## src/hdl/jbhe_pkg.sv

```systemverilog
// Shared types, constants and helpers for the baseline Huffman entropy encoder.
// Used by jbhe_datapath, jbhe_ctrl, the top level and the checker.
package jbhe_pkg;

    localparam int NUM_COMPONENTS_DEF = 4;
    localparam int NUM_TABLES_DEF     = 2;
    localparam int BLOCK_COEFS        = 64;
    localparam int DC_SYMBOLS         = 12;
    localparam int AC_SYMBOLS         = 256;
    localparam int MAX_CODE_LEN       = 16;
    localparam int ACC_W              = 24;
    localparam int CNT_W              = 5;

    localparam logic [1:0] KIND_COEF   = 2'd0;
    localparam logic [1:0] KIND_DC_TAB = 2'd1;
    localparam logic [1:0] KIND_AC_TAB = 2'd2;

    localparam logic [1:0] CFG_RESTART_INTERVAL = 2'd0;
    localparam logic [1:0] CFG_DC_TABLE_MAP     = 2'd1;
    localparam logic [1:0] CFG_AC_TABLE_MAP     = 2'd2;
    localparam logic [1:0] CFG_COMPONENT_COUNT  = 2'd3;

    localparam logic [7:0] SYM_ZRL    = 8'hF0;
    localparam logic [7:0] SYM_EOB    = 8'h00;
    localparam logic [6:0] PAD_ONES   = 7'h7F;
    localparam logic [7:0] BYTE_FF    = 8'hFF;
    localparam logic [7:0] BYTE_STUFF = 8'h00;
    localparam logic [7:0] MARKER_RST = 8'hD0;

    typedef struct packed {
        logic capture;
        logic dc_diff;
        logic ac_prep;
        logic zr_inc;
        logic zr_sub16;
        logic zr_clear;
        logic look_dc;
        logic look_zrl;
        logic look_ac;
        logic look_eob;
        logic put_dc;
        logic put_ac;
        logic put_amp;
        logic put_pad;
        logic clear_pend;
        logic drain_byte;
        logic emit_stuff;
        logic emit_ff;
        logic emit_rnum;
        logic rst_apply;
        logic flush;
    } cmd_t;

    typedef struct packed {
        logic [1:0] kind;
        logic       is_dc;
        logic       val_zero;
        logic       idx_last;
        logic       restart_due;
        logic       zr_gt15;
        logic       count_ge8;
        logic       byte_ff;
        logic       can_emit;
        logic       held_v;
        logic       out_free;
    } stat_t;

    // magnitude category: index of highest set bit plus one
    function automatic logic [3:0] size_of(input logic [11:0] mag);
        logic [3:0] s;
        s = 4'd0;
        for (int i = 0; i < 12; i++) begin
            if (mag[i]) begin
                s = 4'(i + 1);
            end
        end
        return s;
    endfunction

    // small remainder by repeated subtraction, value below 4
    function automatic logic [1:0] mod_small(input logic [1:0] v, input logic [2:0] m);
        logic [2:0] r;
        r = {1'b0, v};
        for (int i = 0; i < 3; i++) begin
            if (r >= m) begin
                r = r - m;
            end
        end
        return r[1:0];
    endfunction

endpackage

```

## src/hdl/jbhe_ctrl.sv

```systemverilog
// Controller: sequences table lookups, code and amplitude puts, byte drain,
// stuffing, restart markers and the final flush. Uses jbhe_pkg.
module jbhe_ctrl (
    input  logic            clk,
    input  logic            rst_n,
    input  logic            in_valid,
    output logic            in_stall,
    input  jbhe_pkg::stat_t stat,
    output jbhe_pkg::cmd_t  cmd
);
    import jbhe_pkg::*;

    typedef enum logic [19:0] {
        S_IDLE     = 20'h00001,
        S_DECIDE   = 20'h00002,
        S_RST_PAD  = 20'h00004,
        S_RST_CLR  = 20'h00008,
        S_RST_FF   = 20'h00010,
        S_RST_NUM  = 20'h00020,
        S_DC_DIFF  = 20'h00040,
        S_DC_LOOK  = 20'h00080,
        S_DC_CODE  = 20'h00100,
        S_AMP      = 20'h00200,
        S_ZRL_CHK  = 20'h00400,
        S_ZRL_LOOK = 20'h00800,
        S_ZRL_CODE = 20'h01000,
        S_AC_LOOK  = 20'h02000,
        S_AC_CODE  = 20'h04000,
        S_EOB_LOOK = 20'h08000,
        S_EOB_CODE = 20'h10000,
        S_DRAIN    = 20'h20000,
        S_STUFF    = 20'h40000,
        S_FLUSH    = 20'h80000
    } state_t;

    state_t state_reg;
    state_t state_next;
    state_t ret_reg;
    state_t ret_next;

    always_comb
    begin
        state_next = state_reg;
        ret_next   = ret_reg;
        cmd        = '0;
        unique case (state_reg)
            S_IDLE:
            begin
                if (in_valid)
                begin
                    cmd.capture = 1'b1;
                    state_next  = S_DECIDE;
                end
            end
            S_DECIDE:
            begin
                if (stat.kind != KIND_COEF)
                begin
                    state_next = S_IDLE;
                end
                else if (stat.is_dc)
                begin
                    state_next = stat.restart_due ? S_RST_PAD : S_DC_DIFF;
                end
                else
                begin
                    cmd.ac_prep = 1'b1;
                    if (stat.val_zero)
                    begin
                        cmd.zr_inc = 1'b1;
                        state_next = stat.idx_last ? S_EOB_LOOK : S_IDLE;
                    end
                    else
                    begin
                        state_next = S_ZRL_CHK;
                    end
                end
            end
            S_RST_PAD:
            begin
                cmd.put_pad = 1'b1;
                ret_next    = S_RST_CLR;
                state_next  = S_DRAIN;
            end
            S_RST_CLR:
            begin
                cmd.clear_pend = 1'b1;
                state_next     = S_RST_FF;
            end
            S_RST_FF:
            begin
                if (stat.can_emit)
                begin
                    cmd.emit_ff = 1'b1;
                    state_next  = S_RST_NUM;
                end
            end
            S_RST_NUM:
            begin
                if (stat.can_emit)
                begin
                    cmd.emit_rnum = 1'b1;
                    cmd.rst_apply = 1'b1;
                    state_next    = S_DC_DIFF;
                end
            end
            S_DC_DIFF:
            begin
                cmd.dc_diff = 1'b1;
                state_next  = S_DC_LOOK;
            end
            S_DC_LOOK:
            begin
                cmd.look_dc = 1'b1;
                state_next  = S_DC_CODE;
            end
            S_DC_CODE:
            begin
                cmd.put_dc = 1'b1;
                ret_next   = S_AMP;
                state_next = S_DRAIN;
            end
            S_AMP:
            begin
                cmd.put_amp  = 1'b1;
                cmd.zr_clear = 1'b1;
                ret_next     = S_FLUSH;
                state_next   = S_DRAIN;
            end
            S_ZRL_CHK:
            begin
                state_next = stat.zr_gt15 ? S_ZRL_LOOK : S_AC_LOOK;
            end
            S_ZRL_LOOK:
            begin
                cmd.look_zrl = 1'b1;
                state_next   = S_ZRL_CODE;
            end
            S_ZRL_CODE:
            begin
                cmd.put_ac   = 1'b1;
                cmd.zr_sub16 = 1'b1;
                ret_next     = S_ZRL_CHK;
                state_next   = S_DRAIN;
            end
            S_AC_LOOK:
            begin
                cmd.look_ac = 1'b1;
                state_next  = S_AC_CODE;
            end
            S_AC_CODE:
            begin
                cmd.put_ac = 1'b1;
                ret_next   = S_AMP;
                state_next = S_DRAIN;
            end
            S_EOB_LOOK:
            begin
                cmd.look_eob = 1'b1;
                state_next   = S_EOB_CODE;
            end
            S_EOB_CODE:
            begin
                cmd.put_ac   = 1'b1;
                cmd.zr_clear = 1'b1;
                ret_next     = S_FLUSH;
                state_next   = S_DRAIN;
            end
            S_DRAIN:
            begin
                if (!stat.count_ge8)
                begin
                    state_next = ret_reg;
                end
                else if (stat.can_emit)
                begin
                    cmd.drain_byte = 1'b1;
                    state_next     = stat.byte_ff ? S_STUFF : S_DRAIN;
                end
            end
            S_STUFF:
            begin
                if (stat.can_emit)
                begin
                    cmd.emit_stuff = 1'b1;
                    state_next     = S_DRAIN;
                end
            end
            S_FLUSH:
            begin
                if (!stat.held_v)
                begin
                    state_next = S_IDLE;
                end
                else if (stat.out_free)
                begin
                    cmd.flush  = 1'b1;
                    state_next = S_IDLE;
                end
            end
            default:
            begin
                state_next = S_IDLE;
            end
        endcase
    end

    always_ff @(posedge clk or negedge rst_n)
    begin
        if (!rst_n)
        begin
            state_reg <= S_IDLE;
            ret_reg   <= S_IDLE;
        end
        else
        begin
            state_reg <= state_next;
            ret_reg   <= ret_next;
        end
    end

    assign in_stall = state_reg != S_IDLE;

endmodule

```

## config.mk

```make
export PLATFORM = sky130hd
export DESIGN_NAME = jbhe_ctrl
export DESIGN_NICKNAME = d
export VERILOG_FILES = /design/src/hdl/jbhe_pkg.sv /design/src/hdl/jbhe_ctrl.sv
export SDC_FILE = /design/constraint.sdc
export NUM_CORES = 1
export LEC_CHECK = 0
export BUFFER_PORTS_ARGS = -buffer_cell sky130_fd_sc_hd__buf_2
export CORE_AREA = 4 4 77 64
export CTS_CLUSTER_DIAMETER = 100
export CTS_CLUSTER_SIZE = 24
export DETAILED_ROUTE_END_ITERATION = 7
export DIE_AREA = 0 0 81 68
export PLACE_DENSITY = 0.6
export SYNTH_ARGS = -nofsm -noshare
export SYNTH_HDL_FRONTEND = slang
export SYNTH_SLANG_ARGS = --single-unit
```

## constraint.sdc

```tcl
create_clock -name clk -period 2.4 [get_ports clk]
set_input_delay 0.36 -clock clk [delete_from_list [all_inputs] [get_ports clk]]
set_output_delay 0.36 -clock clk [all_outputs]
set_load 0.05 [all_outputs]
```

# Yosys cells after proc, flatten, opt, wreduce, memory -nomap -nowiden
# Index checks and enable logic that the tools add are counted.
# totals
regBits	40
latch_bits	0
ramBits	0
mem_bits_ro	0
input_bits	15
out_inout_bits	22
wordCells	81
mem_count	0
# classes
addsub	0
n_mul	0
div_mod_pow	0
order_cmp	0
eq_ne	27
n_shift	0
mux	45
bitwise	0
reduce_logical	7
# ops
cell	count
$pmux 20 s15	1
$mux 20	10
$pmux 20 s4	1
$mux 16	2
$mux 1	23
$eq 20x1->1 const B	1
$eq 20x10->1 const B	1
$eq 20x11->1 const B	1
$eq 20x12->1 const B	1
$eq 20x13->1 const B	1
$eq 20x14->1 const B	1
$eq 20x15->1 const B	1
$eq 20x16->1 const B	1
$eq 20x17->1 const B	1
$eq 20x18->1 const B	1
$eq 20x19->1 const B	1
$eq 20x2->1 const B	1
$eq 20x20->1 const B	1
$eq 20x3->1 const B	1
$eq 20x4->1 const B	1
$eq 20x5->1 const B	1
$eq 20x6->1 const B	1
$eq 20x7->1 const B	1
$eq 20x8->1 const B	1
14 further kinds	23

# Longest topological paths before layout
# Gate-level depths: netlist of run 1.
# depth
depth_word	5
ltp_mapped	7
depth_no_buf	6

# Least setup slack after synthesis of run 1
# OpenSTA, ideal clock, no wires.
# synth_timing
path_type	reg2out
startpoint	reg state_reg[13]
endpoint	out cmd[17] (netlist bit)
arrival_ns	2.824
required_time_ns	2.040
slack_ns	-0.784
path_stages_with_launch	7
cell_sequence	dfrtp_1 -> buf_6 -> nor4_4 -> nand4_2 -> nand4b_4 -> nor4_2 -> and2_1
# synth_rtl
item	line	rtl
from (decl)	jbhe_ctrl.sv:36	state_t state_reg;
from (signal assigned)	jbhe_ctrl.sv:217	state_reg <= state_next;
to (decl)	jbhe_ctrl.sv:9	output jbhe_pkg::cmd_t cmd

==> metrics, run 1 <==
status complete, but fails checks; failing checks negative setup slack; clock latency on the worst-skew pair 280 ps; final setup margin -220 ps; Peak VDD IR ~0.51 mV; Yosys reg bits 25; Yosys cell types 52; top cells by area, synth dfrtp_1 (35%), nor4_4 (7.9%), nor3b_1 (4.2%); Top FF cell, synth dfrtp_1; area leader, netlist dfrtp_1; Sw Ratio 0.402; port bufs 36; share of the synthesized area in the top cell type 0.354; io pins 37; met3 routed WL between 200 and 250 microns; via count 1544; fin util 0.605; chip height between 60 and 70 microns; Net Sw Power ~650 uW; wl on met1 roughly 2100 microns; Sink Count 25; Worst R2R Start state_reg[14]; register area share after synthesis 0.387; CTS buffer count 3; Min-Delay Path Class in2async; worst-path fanout max 5; Worst Setup End Kind output pin; Fin Hold WS ~67 ps; CP bufs+invs 1; LEAKAGE 1.14 nW; Slew Viols, Final 0; DRC 0; DP HPWL ~3400 microns; row cnt 21; Clk pwr share 0.169; Worst path depth 5; Worst Setup SP state_reg[9]; worst r2r dst state_reg[0]; clk_skew roughly 1.8 ps; H-tree levels 1; Via density approximately 5.4; Post-synth top cells dfrtp_1 (23), nor2_1 (13), nor3b_1 (9); r2r setup slk around 130 ps; critical path, cell by cell nor4_4 -> nand4_1 -> or4_4 -> nor2_4 -> buf_6; min Tclk post-route about 2600 ps; Max Used Layer met4; Die Area approximately 0.0055 sq mm; Async S/R FF share, synth 1.00; CP startpoint kind flop; routed len/inst approximately 17 microns; Crit path max-delay family simple AND/OR/NAND/NOR gates; worst-margin pin slew roughly 610 ps; largest net degree at the start of global routing 26; Max-Cap Viols 0; Synth-to-Final Area Change 54.8%; final non-filler cell total 285; Comb pwr share 0.533; R2R cell count 8; max reg flops 20; Final Hold Violating Endpoints 0; nets ~240; final WL roughly 4800 microns; EDFF count, synth 0; clk buf depth 2; vias in the first global route 1571; Period Utilization, post-route 1.09; Antenna Cells 0; Worst-path clk slew roughly 100 ps; RSZ-0062 raised after global routing yes; global router's overall resource usage 0.184; DRT Pass-1 Iters 4; CP Data Required Time a little over 2000 ps; Antenna Violating Nets Remaining 0; Reg power frac 0.297; Root Buffer clkbuf_8; Synthesis Warnings 0; Syn Nets around 170; initial core utilization 0.391; initial antenna violation count 0; number of hold buffers added after cts 0; GRT overflow 0; most common cell in the synthesized netlist dfrtp_1; DP Cell Count 267; Post-Synthesis Cell Area about 0.0016 sq mm; metal2 WL around 2400 microns; crit path DAT between 2000 and 2500 ps; slew margin rel. 0.586; Avg Synthesized Cell Area 10.2 sq um; core area 0.00415 sq mm; # setup viols final 16; max incr delay on CP around 530 ps; f_max 382 MHz; global-route wire length before repair around 8000 microns; Mapped Cells 159; Int Pwr approximately 960 uW; Slowest-stage cell, CP or4_4; Die Wd between 80 and 90 microns; CTS tree built; RD Place Congestion just under 0.9; Pwr per Cell Area 642 mW/mm^2; Iter 0 DRT Violations 94; CP Class reg2out; share of layout cells above drive strength 1 0.539
power by group through the flow:
stage | logic [mW] | clock network, mW | registers [mW]
floorplan | 0.444 | 0 | 0.493
global placement | 0.667 | 0 | 0.486
detailed placement | 0.674 | 0 | 0.489
CTS | 0.770 | 0.283 | 0.480
global route | 0.917 | 0.297 | 0.482
finish | 0.860 | 0.273 | 0.479
timing repair:
action | 4_1_cts | 5_1_grt
pin swaps | 9 | 12
hold endpoints to repair | 0 | 0
gates resized for setup | 49 | 24
setup buffers | 4 | 10
setup endpoints to repair | 21 | 24
cells by family (layout without fill, tap and decap cells):
logic type,Yosys count,in the layout,share of synthesized area
simple gates,91,91,0.435
compound gates,25,25,0.108
flops,25,25,0.387
buf+inv,13,82,0.0431
xor+xnor,5,5,0.0270
worst reg2reg max path, cell delays in order (launching register included):
cell	delay [ps]
dfrtp_2	450
buf_4	150
nor2b_1	130
o21ai_0	300
o22ai_4	150
buf_4	170
nor3_2	490
nand4_1	160
a22oi_1	210
layout by cell type (no fill, tap or decap), types with 3 or more instances in the layout:
cell type / n
buf_8: 6
buf_4: 36
or3_4: 3
and2_1: 4
nor4_4: 9
a21o_1: 4
and3_1: 3
nor2_1: 8
inv_1: 5
o21ai_0: 6
clkbuf_8: 3
nand4_2: 3
nand4_1: 3
nor3b_1: 4
nor3_1: 5
buf_2: 14
dfrtp_1: 21
buf_6: 17
xor2_1: 3
nor2_4: 3
nand2b_1: 5
nand2_1: 3
nor3b_4: 4
metrics by stage:
stage,cell area (sq um),TNS (ps),worst slack [ps],total power [mW]
floorplan,1730,-1240,-332,0.936
global placement,2100,0,71.8,1.15
detailed placement,2100,0,2.45,1.16
CTS,2350,-1930,-194,1.53
global route,2510,-3580,-286,1.70
finish,2510,-2210,-220,1.61
final cells by class:
cell class | count | area (sq um)
clock inverter | 1 | 8.76
inverter | 5 | 18.8
tap | 57 | 71.3
clock buffer | 3 | 41.3
multi-input combinational | 121 | 1120
sequential | 25 | 631
fill | 363 | 1640
timing repair buffer | 73 | 622
metal layers:
metal | vias up | track usage
li1 | 740 | -
met5 | - | 0
met1 | 749 | 0.242
met4 | 0 | 0.0401
met3 | 6 | 0.0342
met2 | 49 | 0.315
how the worst max path moves through the flow:
stage and endpoint:
2_1_floorplan cmd[17], 3_3_place_gp cmd[3], 3_5_place_dp cmd[15], 4_1_cts cmd[15], 5_1_grt cmd[15], 6_report cmd[3]
Power figures use the tool's default switching activity.
==> inputs of run 2 (changes only) <==
--- a/config.mk
+++ b/config.mk
@@ -12,6 +12,7 @@
 export DETAILED_ROUTE_END_ITERATION = 7
 export DIE_AREA = 0 0 81 68
 export PLACE_DENSITY = 0.6
+export SETUP_SLACK_MARGIN = 0.2
 export SYNTH_ARGS = -nofsm -noshare
 export SYNTH_HDL_FRONTEND = slang
 export SYNTH_SLANG_ARGS = --single-unit
==> metrics, run 2 (synthesis gave the netlist of run 1 again) <==
Seq. cell area 631 sq um (unchanged); initial core utilization 0.391 (unchanged); routed len/inst 17.1 microns (was 16.7 microns); RD Place Congestion 0.808 (was 0.871); Pwr per Cell Area 638 mW/mm^2 (was 642 mW/mm^2); filler cell count 337 (was 363); worst-margin pin slew 678 ps (was 612 ps); Sink Count 25 (unchanged); Max-Cap Viols 0 (unchanged); Worst-path clk slew 90 ps (was 100 ps); Period Utilization, post-route 1.08 (was 1.09); Reg power frac 0.290 (was 0.297); CP Data Required Time 2040 ps (about the same); GRT overflow 0 (unchanged); initial antenna violation count 0 (unchanged); Multi-input gate area 0.00119 sq mm (was 0.00112 sq mm); worst r2r dst ret_reg[9] (was state_reg[0]); Antenna Violating Nets Remaining 0 (unchanged); commonest non-fill, non-tap cell in the layout buf_4 (unchanged); largest net degree at the start of global routing 26 (unchanged); r2r setup slk 240 ps (was 130 ps); Slew Viols, Final 0 (unchanged); Die Area 0.00551 sq mm (unchanged); status complete, but fails checks (unchanged); final WL 4880 microns (was 4770 microns); vias in the first global route 1529 (was 1571); Final Hold Violating Endpoints 0 (unchanged); Peak VDD IR 0.813 mV (was 0.507 mV); Root Buffer clkbuf_8 (unchanged); Worst R2R Start state_reg[12] (was state_reg[14]); setup_tns -2290 ps (was -2210 ps); io pins 37 (unchanged); CP startpoint kind flop (unchanged); R2R cell count 8 (unchanged); CP Class reg2out (unchanged); Fin Hold WS 68.3 ps (was 66.7 ps); clock latency on the worst-skew pair 280 ps (about the same); Sw Ratio 0.404 (was 0.402); worst-path fanout max 4 (was 5); failing checks negative setup slack (unchanged); H-tree levels 1 (unchanged); Clk pwr share 0.158 (was 0.169); max reg flops 20 (unchanged); port bufs 36 (unchanged); share of layout cells above drive strength 1 0.561 (was 0.539); RSZ-0062 raised after global routing yes (unchanged); core area 0.00415 sq mm (unchanged); f_max 384 MHz (was 382 MHz); Net Sw Power 670 uW (was 648 uW); # setup viols final 19 (was 16); via count 1602 (was 1544); clk_skew 2.43 ps (was 1.83 ps); final setup margin -204 ps (was -220 ps); commonest non-fill, non-tap cells in the layout buf_4 (32), dfrtp_1 (21), buf_6 (19) (was buf_4 (36), dfrtp_1 (21), buf_6 (17)); DRC 0 (unchanged); Synth-to-Final Area Change 60.2% (was 54.8%); global router's overall resource usage 0.181 (was 0.184); Die Wd 81 microns (unchanged); min Tclk post-route 2600 ps (was 2620 ps); Min-Delay Path Class in2async (unchanged); chip height 68 microns (unchanged); nets 244 (unchanged); Worst Setup End Kind output pin (unchanged); clk buf depth 2 (unchanged); Antenna Cells 0 (unchanged); design area 0.00260 sq mm (was 0.00251 sq mm); row cnt 21 (unchanged); placed inst area 0.00215 sq mm (was 0.00210 sq mm); CTS tree built (unchanged); number of hold buffers added after cts 0 (unchanged); Iter 0 DRT Violations 132 (was 94); CTS buffer count 3 (unchanged); Via density 5.62 (was 5.42); DP HPWL 3390 microns (was 3410 microns); LEAKAGE 1.16 nW (was 1.14 nW); DRT Pass-1 Iters 4 (unchanged); Comb pwr share 0.551 (was 0.533); total power 1.66 mW (was 1.61 mW); slew margin rel. 0.542 (was 0.586); Int Pwr 989 uW (was 965 uW); crit path DAT 2240 ps (was 2260 ps); global-route wire length before repair 7630 microns (was 7800 microns)
==> run 2: cell types whose count changed in the layout (fill, tap and decap cells not counted), moves of 2 or more <==
cell / change
buf_8: +2
nor2_4: +2
or2_4: +2
nor2_2: -2
buf_4: -4
or2_2: -2
buf_6: +2
==> run 2: worst max path at each step <==
stage | start | to | slack, ps
floorplan | state_reg[8] | cmd[17] | -320
global placement | state_reg[14] | cmd[15] | 60
detailed placement | state_reg[5] | cmd[17] | 30
CTS | state_reg[19] | cmd[15] | -140
global route | state_reg[17] | cmd[15] | -280
finish | state_reg[17] | cmd[11] | -200
==> run 2: critical path, stage by stage (launching register included) <==
cell and delay [ps]:
dfrtp_1 420, nor4_4 440, nand4_1 240, or3_4 470, nor3b_4 200, buf_6 180
==> run 2: metal layers <==
layer / up-vias / track usage / wire length, microns
met5: - / 0 / 0
met4: 0 / 0.0359 / 82
met3: 13 / 0.0395 / 283
met2: 54 / 0.291 / 2350
met1: 798 / 0.252 / 2160
li1: 737 / - / -
==> run 2: repair_timing <==
| action | CTS | global route |
|---|---|---|
| setup buffers | 7 | 6 |
| endpoints found under the setup margin | 22 | 28 |
| resized for setup | 60 | 23 |
| pin swaps | 13 | 8 |
==> run 2: area by class of cell <==
type	instances	area share
Multi-Input combinational cell	121	0.457
Clock buffer	3	0.0159
Clock inverter	1	0.00288
Tap cell	57	0.0274
Timing Repair Buffer	73	0.248
Sequential cell	25	0.242
Inverter	5	0.00721
==> run 2: power groups by stage <==
stage | clock network [mW] | registers [mW] | logic, mW
after floorplan | 0 | 0.493 | 0.472
after global placement | 0 | 0.487 | 0.690
after detailed placement | 0 | 0.489 | 0.707
after CTS | 0.271 | 0.482 | 0.809
after global routing | 0.287 | 0.485 | 0.976
final | 0.263 | 0.481 | 0.915
==> run 2: through the flow <==
step,util,instances,worst slack (ps)
final,0.627,285,-204
after global routing,0.627,285,-278
after CTS,0.594,279,-142
after detailed placement,0.517,268,31.7
after global placement,0.517,268,63.2
after floorplan,-,159,-318
